$ cat src/smm_pkg.sv
`timescale 1ns / 1ps
// Shared constants, codes and types of the slot pool mailbox.
package smm_pkg;

	localparam int MAX_SLOTS = 64;
	localparam int SLOT_W    = $clog2(MAX_SLOTS);
	localparam int CNT_W     = $clog2(MAX_SLOTS + 1);

	localparam logic [1:0] OP_ALLOC = 2'd0;
	localparam logic [1:0] OP_PUT   = 2'd1;
	localparam logic [1:0] OP_GET   = 2'd2;
	localparam logic [1:0] OP_FREE  = 2'd3;

	localparam logic [2:0] ST_OK         = 3'd0;
	localparam logic [2:0] ST_NO_FREE    = 3'd1;
	localparam logic [2:0] ST_RING_EMPTY = 3'd2;
	localparam logic [2:0] ST_BAD_INDEX  = 3'd3;
	localparam logic [2:0] ST_RING_FULL  = 3'd4;
	localparam logic [2:0] ST_NOT_IN_USE = 3'd5;

	localparam logic [1:0] REG_ACTIVE_SLOTS = 2'd0;
	localparam logic [1:0] REG_SLOT_BYTES   = 2'd1;
	localparam logic [1:0] REG_POOL_BASE    = 2'd2;

	typedef struct packed {
		logic              alloc_en;
		logic              free_en;
		logic [SLOT_W-1:0] idx;
	} pool_cmd_t;

	typedef struct packed {
		logic              alloc_ok;
		logic [SLOT_W-1:0] alloc_slot;
		logic              idx_marked;
	} pool_info_t;

endpackage

$ cat src/smm_ring_ram.sv
`timescale 1ns / 1ps
// Simple dual-port synchronous RAM with a registered read port.
module smm_ring_ram #(
	parameter int DEPTH = 64,
	parameter int WIDTH = 6
) (
	input  logic                     clk,
	input  logic                     we,
	input  logic [$clog2(DEPTH)-1:0] waddr,
	input  logic [WIDTH-1:0]         wdata,
	input  logic [$clog2(DEPTH)-1:0] raddr,
	output logic [WIDTH-1:0]         rdata
);

	logic [WIDTH-1:0] mem [DEPTH];

	always_ff @(posedge clk) begin
		if (we) begin
			mem[waddr] <= wdata;
		end
		rdata <= mem[raddr];
	end

endmodule

$ cat src/smm_mark_pool.sv
`timescale 1ns / 1ps
// In-use marks, used count and lowest-free-slot search.
module smm_mark_pool import smm_pkg::*; (
	input  logic             clk,
	input  logic             arst_n,
	input  logic [CNT_W-1:0] cap,
	input  pool_cmd_t        cmd,
	output pool_info_t       info
);

	logic [MAX_SLOTS-1:0] marks_q;
	logic [CNT_W-1:0]     used_q;
	logic [MAX_SLOTS-1:0] free_vec;
	logic [SLOT_W-1:0]    low_slot;

	always_comb begin
		low_slot = '0;
		for (int i = MAX_SLOTS - 1; i >= 0; i--) begin
			free_vec[i] = !marks_q[i] && (CNT_W'(i) < cap);
			if (free_vec[i]) begin
				low_slot = SLOT_W'(i);
			end
		end
	end

	assign info.alloc_ok   = (used_q < cap) && (|free_vec);
	assign info.alloc_slot = low_slot;
	assign info.idx_marked = marks_q[cmd.idx];

	always_ff @(posedge clk or negedge arst_n) begin
		if (!arst_n) begin
			marks_q <= '0;
			used_q  <= '0;
		end else if (cmd.alloc_en && info.alloc_ok) begin
			marks_q[low_slot] <= 1'b1;
			used_q            <= used_q + CNT_W'(1);
		end else if (cmd.free_en) begin
			marks_q[cmd.idx] <= 1'b0;
			if (used_q != '0) begin
				used_q <= used_q - CNT_W'(1);
			end
		end
	end

endmodule

$ cat src/slot_pool_mailbox.sv
`timescale 1ns / 1ps
// Top level of the slot pool mailbox: config registers, ring control, result stage.
//
// Usage: operations enter on the op channel (opcode, slot_index) under op_valid
// and op_stall; one result per operation leaves on the res channel (status,
// result_slot, slot_address) under res_valid and res_stall. Registers are written
// through cfg_valid/cfg_ready with cfg_index and cfg_data; cfg_ready is always high.
// Write registers only while no operation is outstanding.
// Timing: an accepted operation waits in the evaluation stage (valid_s1); its result
// is registered when the result register is free, and res_valid then stays high
// until the result transfers while res_stall is low.
// Flow: op_stall is high while an operation is in the evaluation stage, as set by the
// read-modify-write of ring RAM and mark flops, one operation in flight at a time.
// Stall: while res_stall holds a result, the evaluation stage waits and op_stall
// stays high while it holds an operation, so no operation is lost or reordered.
// Reset: marks, counts and ring pointers clear at once, registers take their
// defaults (64 slots, 64 bytes per slot, base 0); ring RAM contents stay
// undefined until written. No clearing pass is needed.
module slot_pool_mailbox import smm_pkg::*; (
	input  logic        clk,
	input  logic        arst_n,
	input  logic        op_valid,
	output logic        op_stall,
	input  logic [1:0]  opcode,
	input  logic [5:0]  slot_index,
	output logic        res_valid,
	input  logic        res_stall,
	output logic [2:0]  status,
	output logic [5:0]  result_slot,
	output logic [31:0] slot_address,
	input  logic        cfg_valid,
	output logic        cfg_ready,
	input  logic [1:0]  cfg_index,
	input  logic [31:0] cfg_data
);

	logic [6:0]        active_q;
	logic [15:0]       bytes_q;
	logic [31:0]       base_q;
	logic [SLOT_W-1:0] head_q;
	logic [SLOT_W-1:0] tail_q;
	logic [CNT_W-1:0]  total_q;
	logic              valid_s1;
	logic [1:0]        op_s1;
	logic [SLOT_W-1:0] idx_s1;
	logic              res_valid_q;
	logic [2:0]        status_q;
	logic [SLOT_W-1:0] slot_q;

	logic [CNT_W-1:0]  cap;
	logic [SLOT_W-1:0] head_eff;
	logic [SLOT_W-1:0] tail_eff;
	logic [SLOT_W-1:0] head_nxt;
	logic [SLOT_W-1:0] tail_nxt;
	logic [SLOT_W-1:0] ring_rdata;
	logic              fire_s1;
	logic              idx_ok;
	logic              put_ok;
	logic              get_ok;
	logic              free_ok;
	logic [2:0]        status_c;
	logic [SLOT_W-1:0] slot_c;
	logic [21:0]       prod;
	pool_cmd_t         pool_cmd;
	pool_info_t        pool_info;

	assign cfg_ready = 1'b1;
	assign op_stall  = valid_s1;
	assign fire_s1   = valid_s1 && (!res_valid_q || !res_stall);

	always_ff @(posedge clk or negedge arst_n) begin
		if (!arst_n) begin
			active_q <= 7'd64;
			bytes_q  <= 16'd64;
			base_q   <= '0;
		end else if (cfg_valid && cfg_ready) begin
			case (cfg_index)
				REG_ACTIVE_SLOTS: active_q <= cfg_data[6:0];
				REG_SLOT_BYTES:   bytes_q  <= cfg_data[15:0];
				REG_POOL_BASE:    base_q   <= cfg_data;
				default: ;
			endcase
		end
	end

	always_comb begin
		if (active_q == '0) begin
			cap = CNT_W'(1);
		end else if (CNT_W'(active_q) > CNT_W'(MAX_SLOTS)) begin
			cap = CNT_W'(MAX_SLOTS);
		end else begin
			cap = CNT_W'(active_q);
		end
		head_eff = (CNT_W'(head_q) >= cap) ? '0 : head_q;
		tail_eff = (CNT_W'(tail_q) >= cap) ? '0 : tail_q;
		head_nxt = (CNT_W'(head_eff) + CNT_W'(1) >= cap) ? '0 : head_eff + SLOT_W'(1);
		tail_nxt = (CNT_W'(tail_eff) + CNT_W'(1) >= cap) ? '0 : tail_eff + SLOT_W'(1);
	end

	smm_ring_ram #(
		.DEPTH(MAX_SLOTS),
		.WIDTH(SLOT_W)
	) u_ring_ram (
		.clk  (clk),
		.we   (fire_s1 && put_ok),
		.waddr(tail_eff),
		.wdata(idx_s1),
		.raddr(head_eff),
		.rdata(ring_rdata)
	);

	assign pool_cmd.alloc_en = fire_s1 && (op_s1 == OP_ALLOC);
	assign pool_cmd.free_en  = fire_s1 && free_ok;
	assign pool_cmd.idx      = idx_s1;

	smm_mark_pool u_mark_pool (
		.clk   (clk),
		.arst_n(arst_n),
		.cap   (cap),
		.cmd   (pool_cmd),
		.info  (pool_info)
	);

	always_comb begin
		idx_ok   = CNT_W'(idx_s1) < cap;
		put_ok   = 1'b0;
		get_ok   = 1'b0;
		free_ok  = 1'b0;
		status_c = ST_OK;
		slot_c   = idx_s1;
		case (op_s1)
			OP_ALLOC: begin
				if (pool_info.alloc_ok) begin
					slot_c = pool_info.alloc_slot;
				end else begin
					status_c = ST_NO_FREE;
				end
			end
			OP_PUT: begin
				if (!idx_ok) begin
					status_c = ST_BAD_INDEX;
				end else if (total_q >= cap) begin
					status_c = ST_RING_FULL;
				end else begin
					put_ok = 1'b1;
				end
			end
			OP_GET: begin
				if (total_q == '0) begin
					status_c = ST_RING_EMPTY;
				end else begin
					get_ok = 1'b1;
					slot_c = ring_rdata;
				end
			end
			OP_FREE: begin
				if (!idx_ok) begin
					status_c = ST_BAD_INDEX;
				end else if (!pool_info.idx_marked) begin
					status_c = ST_NOT_IN_USE;
				end else begin
					free_ok = 1'b1;
				end
			end
			default: status_c = ST_OK;
		endcase
	end

	always_ff @(posedge clk or negedge arst_n) begin
		if (!arst_n) begin
			valid_s1 <= 1'b0;
			head_q   <= '0;
			tail_q   <= '0;
			total_q  <= '0;
		end else begin
			if (op_valid && !op_stall) begin
				valid_s1 <= 1'b1;
			end else if (fire_s1) begin
				valid_s1 <= 1'b0;
			end
			if (fire_s1) begin
				head_q <= get_ok ? head_nxt : head_eff;
				tail_q <= put_ok ? tail_nxt : tail_eff;
				if (put_ok) begin
					total_q <= total_q + CNT_W'(1);
				end else if (get_ok) begin
					total_q <= total_q - CNT_W'(1);
				end
			end
		end
	end

	always_ff @(posedge clk) begin
		if (op_valid && !op_stall) begin
			op_s1  <= opcode;
			idx_s1 <= slot_index;
		end
		if (fire_s1) begin
			status_q <= status_c;
			slot_q   <= slot_c;
		end
	end

	always_ff @(posedge clk or negedge arst_n) begin
		if (!arst_n) begin
			res_valid_q <= 1'b0;
		end else if (fire_s1) begin
			res_valid_q <= 1'b1;
		end else if (!res_stall) begin
			res_valid_q <= 1'b0;
		end
	end

	assign prod         = 22'(slot_q) * 22'(bytes_q);
	assign res_valid    = res_valid_q;
	assign status       = status_q;
	assign result_slot  = slot_q;
	assign slot_address = base_q + 32'(prod);

endmodule

$ cat config.mk
export PLATFORM = sky130hd
export DESIGN_NAME = slot_pool_mailbox
export DESIGN_NICKNAME = d
export VERILOG_FILES = /design/src/smm_pkg.sv /design/src/smm_ring_ram.sv /design/src/smm_mark_pool.sv /design/src/slot_pool_mailbox.sv
export SDC_FILE = /design/constraint.sdc
export NUM_CORES = 1
export LEC_CHECK = 0
export ABC_AREA = 1
export BUFFER_PORTS_ARGS = -buffer_cell sky130_fd_sc_hd__buf_4
export CELL_PAD_IN_SITES_DETAIL_PLACEMENT = 0
export CELL_PAD_IN_SITES_GLOBAL_PLACEMENT = 1
export CORE_ASPECT_RATIO = 0.8
export CORE_MARGIN = 8
export CORE_UTILIZATION = 35
export DETAILED_ROUTE_END_ITERATION = 8
export PLACE_DENSITY_LB_ADDON = 0.1
export SYNTH_ARGS = -nofsm -noshare
export SYNTH_HDL_FRONTEND = slang
export SYNTH_SLANG_ARGS = --single-unit
$ cat constraint.sdc
create_clock -name clk -period 6.25 [get_ports clk]
set_input_delay 0.625 -clock clk [delete_from_list [all_inputs] [get_ports clk]]
set_output_delay 0.625 -clock clk [all_outputs]
set_load 0.01 [all_outputs]
==> reports/results.txt <==
Status - finished, violations left
Violated checks - setup timing
Standard-cell rows - 95
Yosys reg bits - 554
Router iterations before antenna repair - 6
Total grt overflow - 0
H-tree depth - 2
Drt total wl - 95.4 mm
Hold slack - 0.0197 ns
R2R Setup Slk - 0.83 ns
Worst-path clk slew - 0.06 ns
Core box area - 0.0838 mm²
CP peak stage delay - 0.55 ns
Leak - 0.0144 µW
Setup_tns - -0.747 ns
RSZ-0062 raised after global routing - true
Combinational power share - 58.3%
Max FO, Critical Path - 4
Syn nets - 3,245
EDFF count, synth - 401
CTS buffer count - 59
RR Endpoint - result_slot[0]
Die area - 0.0939 mm²
Final setup vio count - 8
CP Capture Type - primary output
Antenna-violating nets left - 0
Final Cell Area - 0.0349 mm²
Worst vdd ir - 0.000954 V
Final period util - 103%
Top delay family on crit path - adder cells
Ys async rst share - 26.5%
Worst Path Required - 5.62 ns
Tightest Pin Transition - 1.33 ns
Worst clock skew - 0.0179 ns
Power per cell area - 564 mW/mm²
Clk network pwr share - 18.5%
Mapped cell area - 0.0295 mm²
Max-slew headroom - 10.8%
# DRC - 0
Crit path kind - flop to primary output
Clock Latency Late Sink - 0.65 ns
Pwr Total - 19,700 µW
Tightest Hold Check Type - input pin to asynchronous set/reset pin
Post-synth top flop - edfxtp_1
Switching Fraction - 43.8%
Share of cells above drive strength 1 - 15.2%
Total GRT Usage - 19.7%
Yosys top cell area share - 40.8%
Clk root buf - clkbuf_16
CTS Buffer Depth - 3
Vias in the first global route - 22,600
Drt wl/cell - 21.7 µm
FF-to-FF path depth - 64
Syn_area_per_cell - 9.76 µm²
Cell mode on critical path - nand2_1
# IOs - 91
Die width - 341 µm
Vias per cell - 5.30
CP max stage cell - fa_1
Initial DRC count - 1,911
Pre-CTS setup slack - 0.000236 ns
Final Max Slew Viols - 0
Int Pwr - 11,100 µW
Psw - 8620 µW
Yosys warns - 0
CP arrival - 5.80 ns
Buffers & Inverters on Critical Path - 5
Area grow syn2layout - 18.3%
Starting Density - 35.2%
Post-Synth Simple-Gate Area - 15.8%
Yosys cell types - 55
First-pass GRT wire length - 143 mm
Mux cell area share after synthesis - 0.530%
Vias post-DR - 23,300
Synth area leaders - edfxtp_1 (41%), dfrtp_1 (12%), nand2_1 (6.1%)
Largest family of logic cells by synthesized area - simple AND/OR/NAND/NOR gates
Count of nets after finishing - 3,455
RePlAce Congestion - 0.870
Synth Instances - 3,025
Die Span Y - 276 µm
Final min period - 6.43 ns
Final HPWL DP - 63.7 mm
Max-Cap Viols - 0
Synth Area in XOR/XNOR - 1.28%
Post-Synth Adder-Cell Area - 9.32%
RR Startpoint - active_q[4]
Hold Violations, Final - 0
Post-synthesis sequential area ratio - 53.7%
Area fraction in compound gates after synthesis - 13.4%
Initial antenna violation count - 2
IO Port Bufs - 89
Critical Path Source Type - flop
CTS Sinks - 554
Max Clock Freq - 0.156 GHz
DP Area - 0.0323 mm²
Largest net degree at the start of global routing - 194
Slack of the critical path - -0.179 ns
Post-synth top area cell - edfxtp_1
# fillers - 8,200
CTS tree - yes
Sequential share of power - 23.2%
==> power groups by stage <==
stage	clock [µW]	combinational, µW	sequential, µW
2_1_floorplan	0	6230	4590
3_3_place_gp	0	10400	4640
3_5_place_dp	0	10500	4650
4_1_cts	3730	11400	4570
5_1_grt	3850	12700	4600
6_report	3640	11500	4570
==> worst register-to-register path, delay by kind of cell, from the launching register on <==
family                 cells  cell delay, ns
and+or+nand+nor           62            4.38
DFF                        1            0.52
buffers and inverters      2            0.20
==> placed cells by master (no fill, tap or decap), types with 10 or more instances in the layout <==
cell,count
a21oi_2,12
inv_2,22
nand2_1,469
a22oi_1,10
clkinv_2,17
o21a_1,10
dfrtp_1,144
fa_1,77
o221ai_1,53
clkbuf_16,60
xor2_1,30
nand2_2,20
a21oi_1,70
nand4_1,47
clkinv_1,18
xnor2_1,11
edfxtp_1,401
inv_1,287
buf_6,13
buf_4,263
o22ai_1,73
clkbuf_1,12
o21ai_0,322
nor2_1,384
nor3_1,53
a211oi_1,10
ha_4,10
ha_1,85
o211ai_1,57
o31ai_1,10
nand3_1,103
mux2_2,13
==> cells by family (layout without fill, tap and decap cells) <==
kind of cell,after synthesis,after routing
flops,554,554
buf+inv,458,719
xor+xnor,43,43
compound gates,664,664
simple gates,1118,1118
fa+ha+maj,173,173
other cells,1,2
mux,14,14
==> synth_stat cells (4+ instances only) <==
cell type    n
mux2_2      13
o31ai_1     11
nand3_1    105
o41ai_1      4
a221oi_1     7
xnor2_1     12
fa_1        78
o21ai_0    325
buf_6        4
or2_2        5
o22ai_1     73
o21a_1      10
dfxtp_1      6
nor2_1     392
a31oi_1      4
ha_1        95
nand2_1    481
nand2_2      8
nor3_1      56
a22oi_1     10
nand3b_1     4
clkbuf_1   113
inv_1      295
dfrtp_1    145
a21oi_1     84
edfxtp_1   401
xor2_1      31
buf_1       10
inv_2       16
clkinv_1    12
nand4_1     47
o211ai_1    57
a211oi_1    10
buf_4        5
nor4_1       6
o21bai_1     5
o221ai_1    53
==> worst max-delay path by stage <==
stage / startpoint / to / depth (start not counted)
after floorplan: result_slot[2] / slot_address[30] / 29
after global placement: result_slot[5] / slot_address[30] / 28
after detailed placement: result_slot[2] / slot_address[30] / 34
after CTS: result_slot[1] / slot_address[30] / 29
after global routing: result_slot[1] / slot_address[26] / 34
final: result_slot[5] / slot_address[26] / 29
==> layout make-up <==
type | count | area (µm²) | area share [%]
sequential | 554 | 15800 | 45.4
multi-input combinational | 2013 | 12200 | 35.0
timing repair buffer | 282 | 2220 | 6.37
clock buffer | 74 | 1570 | 4.51
tap | 1115 | 1400 | 4.00
inverter | 325 | 1230 | 3.52
clock inverter | 38 | 422 | 1.21
antenna | 1 | 2.50 | 0.00717
==> through the flow <==
stage / util (%) / instances
global placement: 38.6 / 4257
CTS: 41.5 / 4392
finish: 41.7 / 4402
detailed placement: 38.6 / 4257
floorplan: - / 3025
global route: 41.7 / 4401
==> registers in the layout, indices dropped and copies added (netlist names) <==
register             cells
active_q                 7
op_stall                 1
u_ring_ram.mem         384
total_q                  7
status                   3
op_s1                    2
res_valid                1
tail_q                   6
bytes_q                 16
base_q                  32
result_slot              6
u_mark_pool.used_q       7
head_q                   6
u_mark_pool.marks_q     64
idx_s1                   6
u_ring_ram.rdata         6
==> per-layer routing <==
metal	vias up	GRT usage [%]	part of all wire, %
met1	11500	30.4	50
met4	0	4.28	1.8
met2	740	29.1	42
li1	10900	-	-
met5	-	0	0
met3	127	2.87	6.2
==> timing repair <==
action / in CTS / in global routing
pin swaps: 41 / 32
buffers inserted: 23 / 9
endpoints found under the setup margin: 14 / 13
hold buffers: 0 / 0
gates resized for setup: 52 / 20
Power figures use the tool's default switching activity.
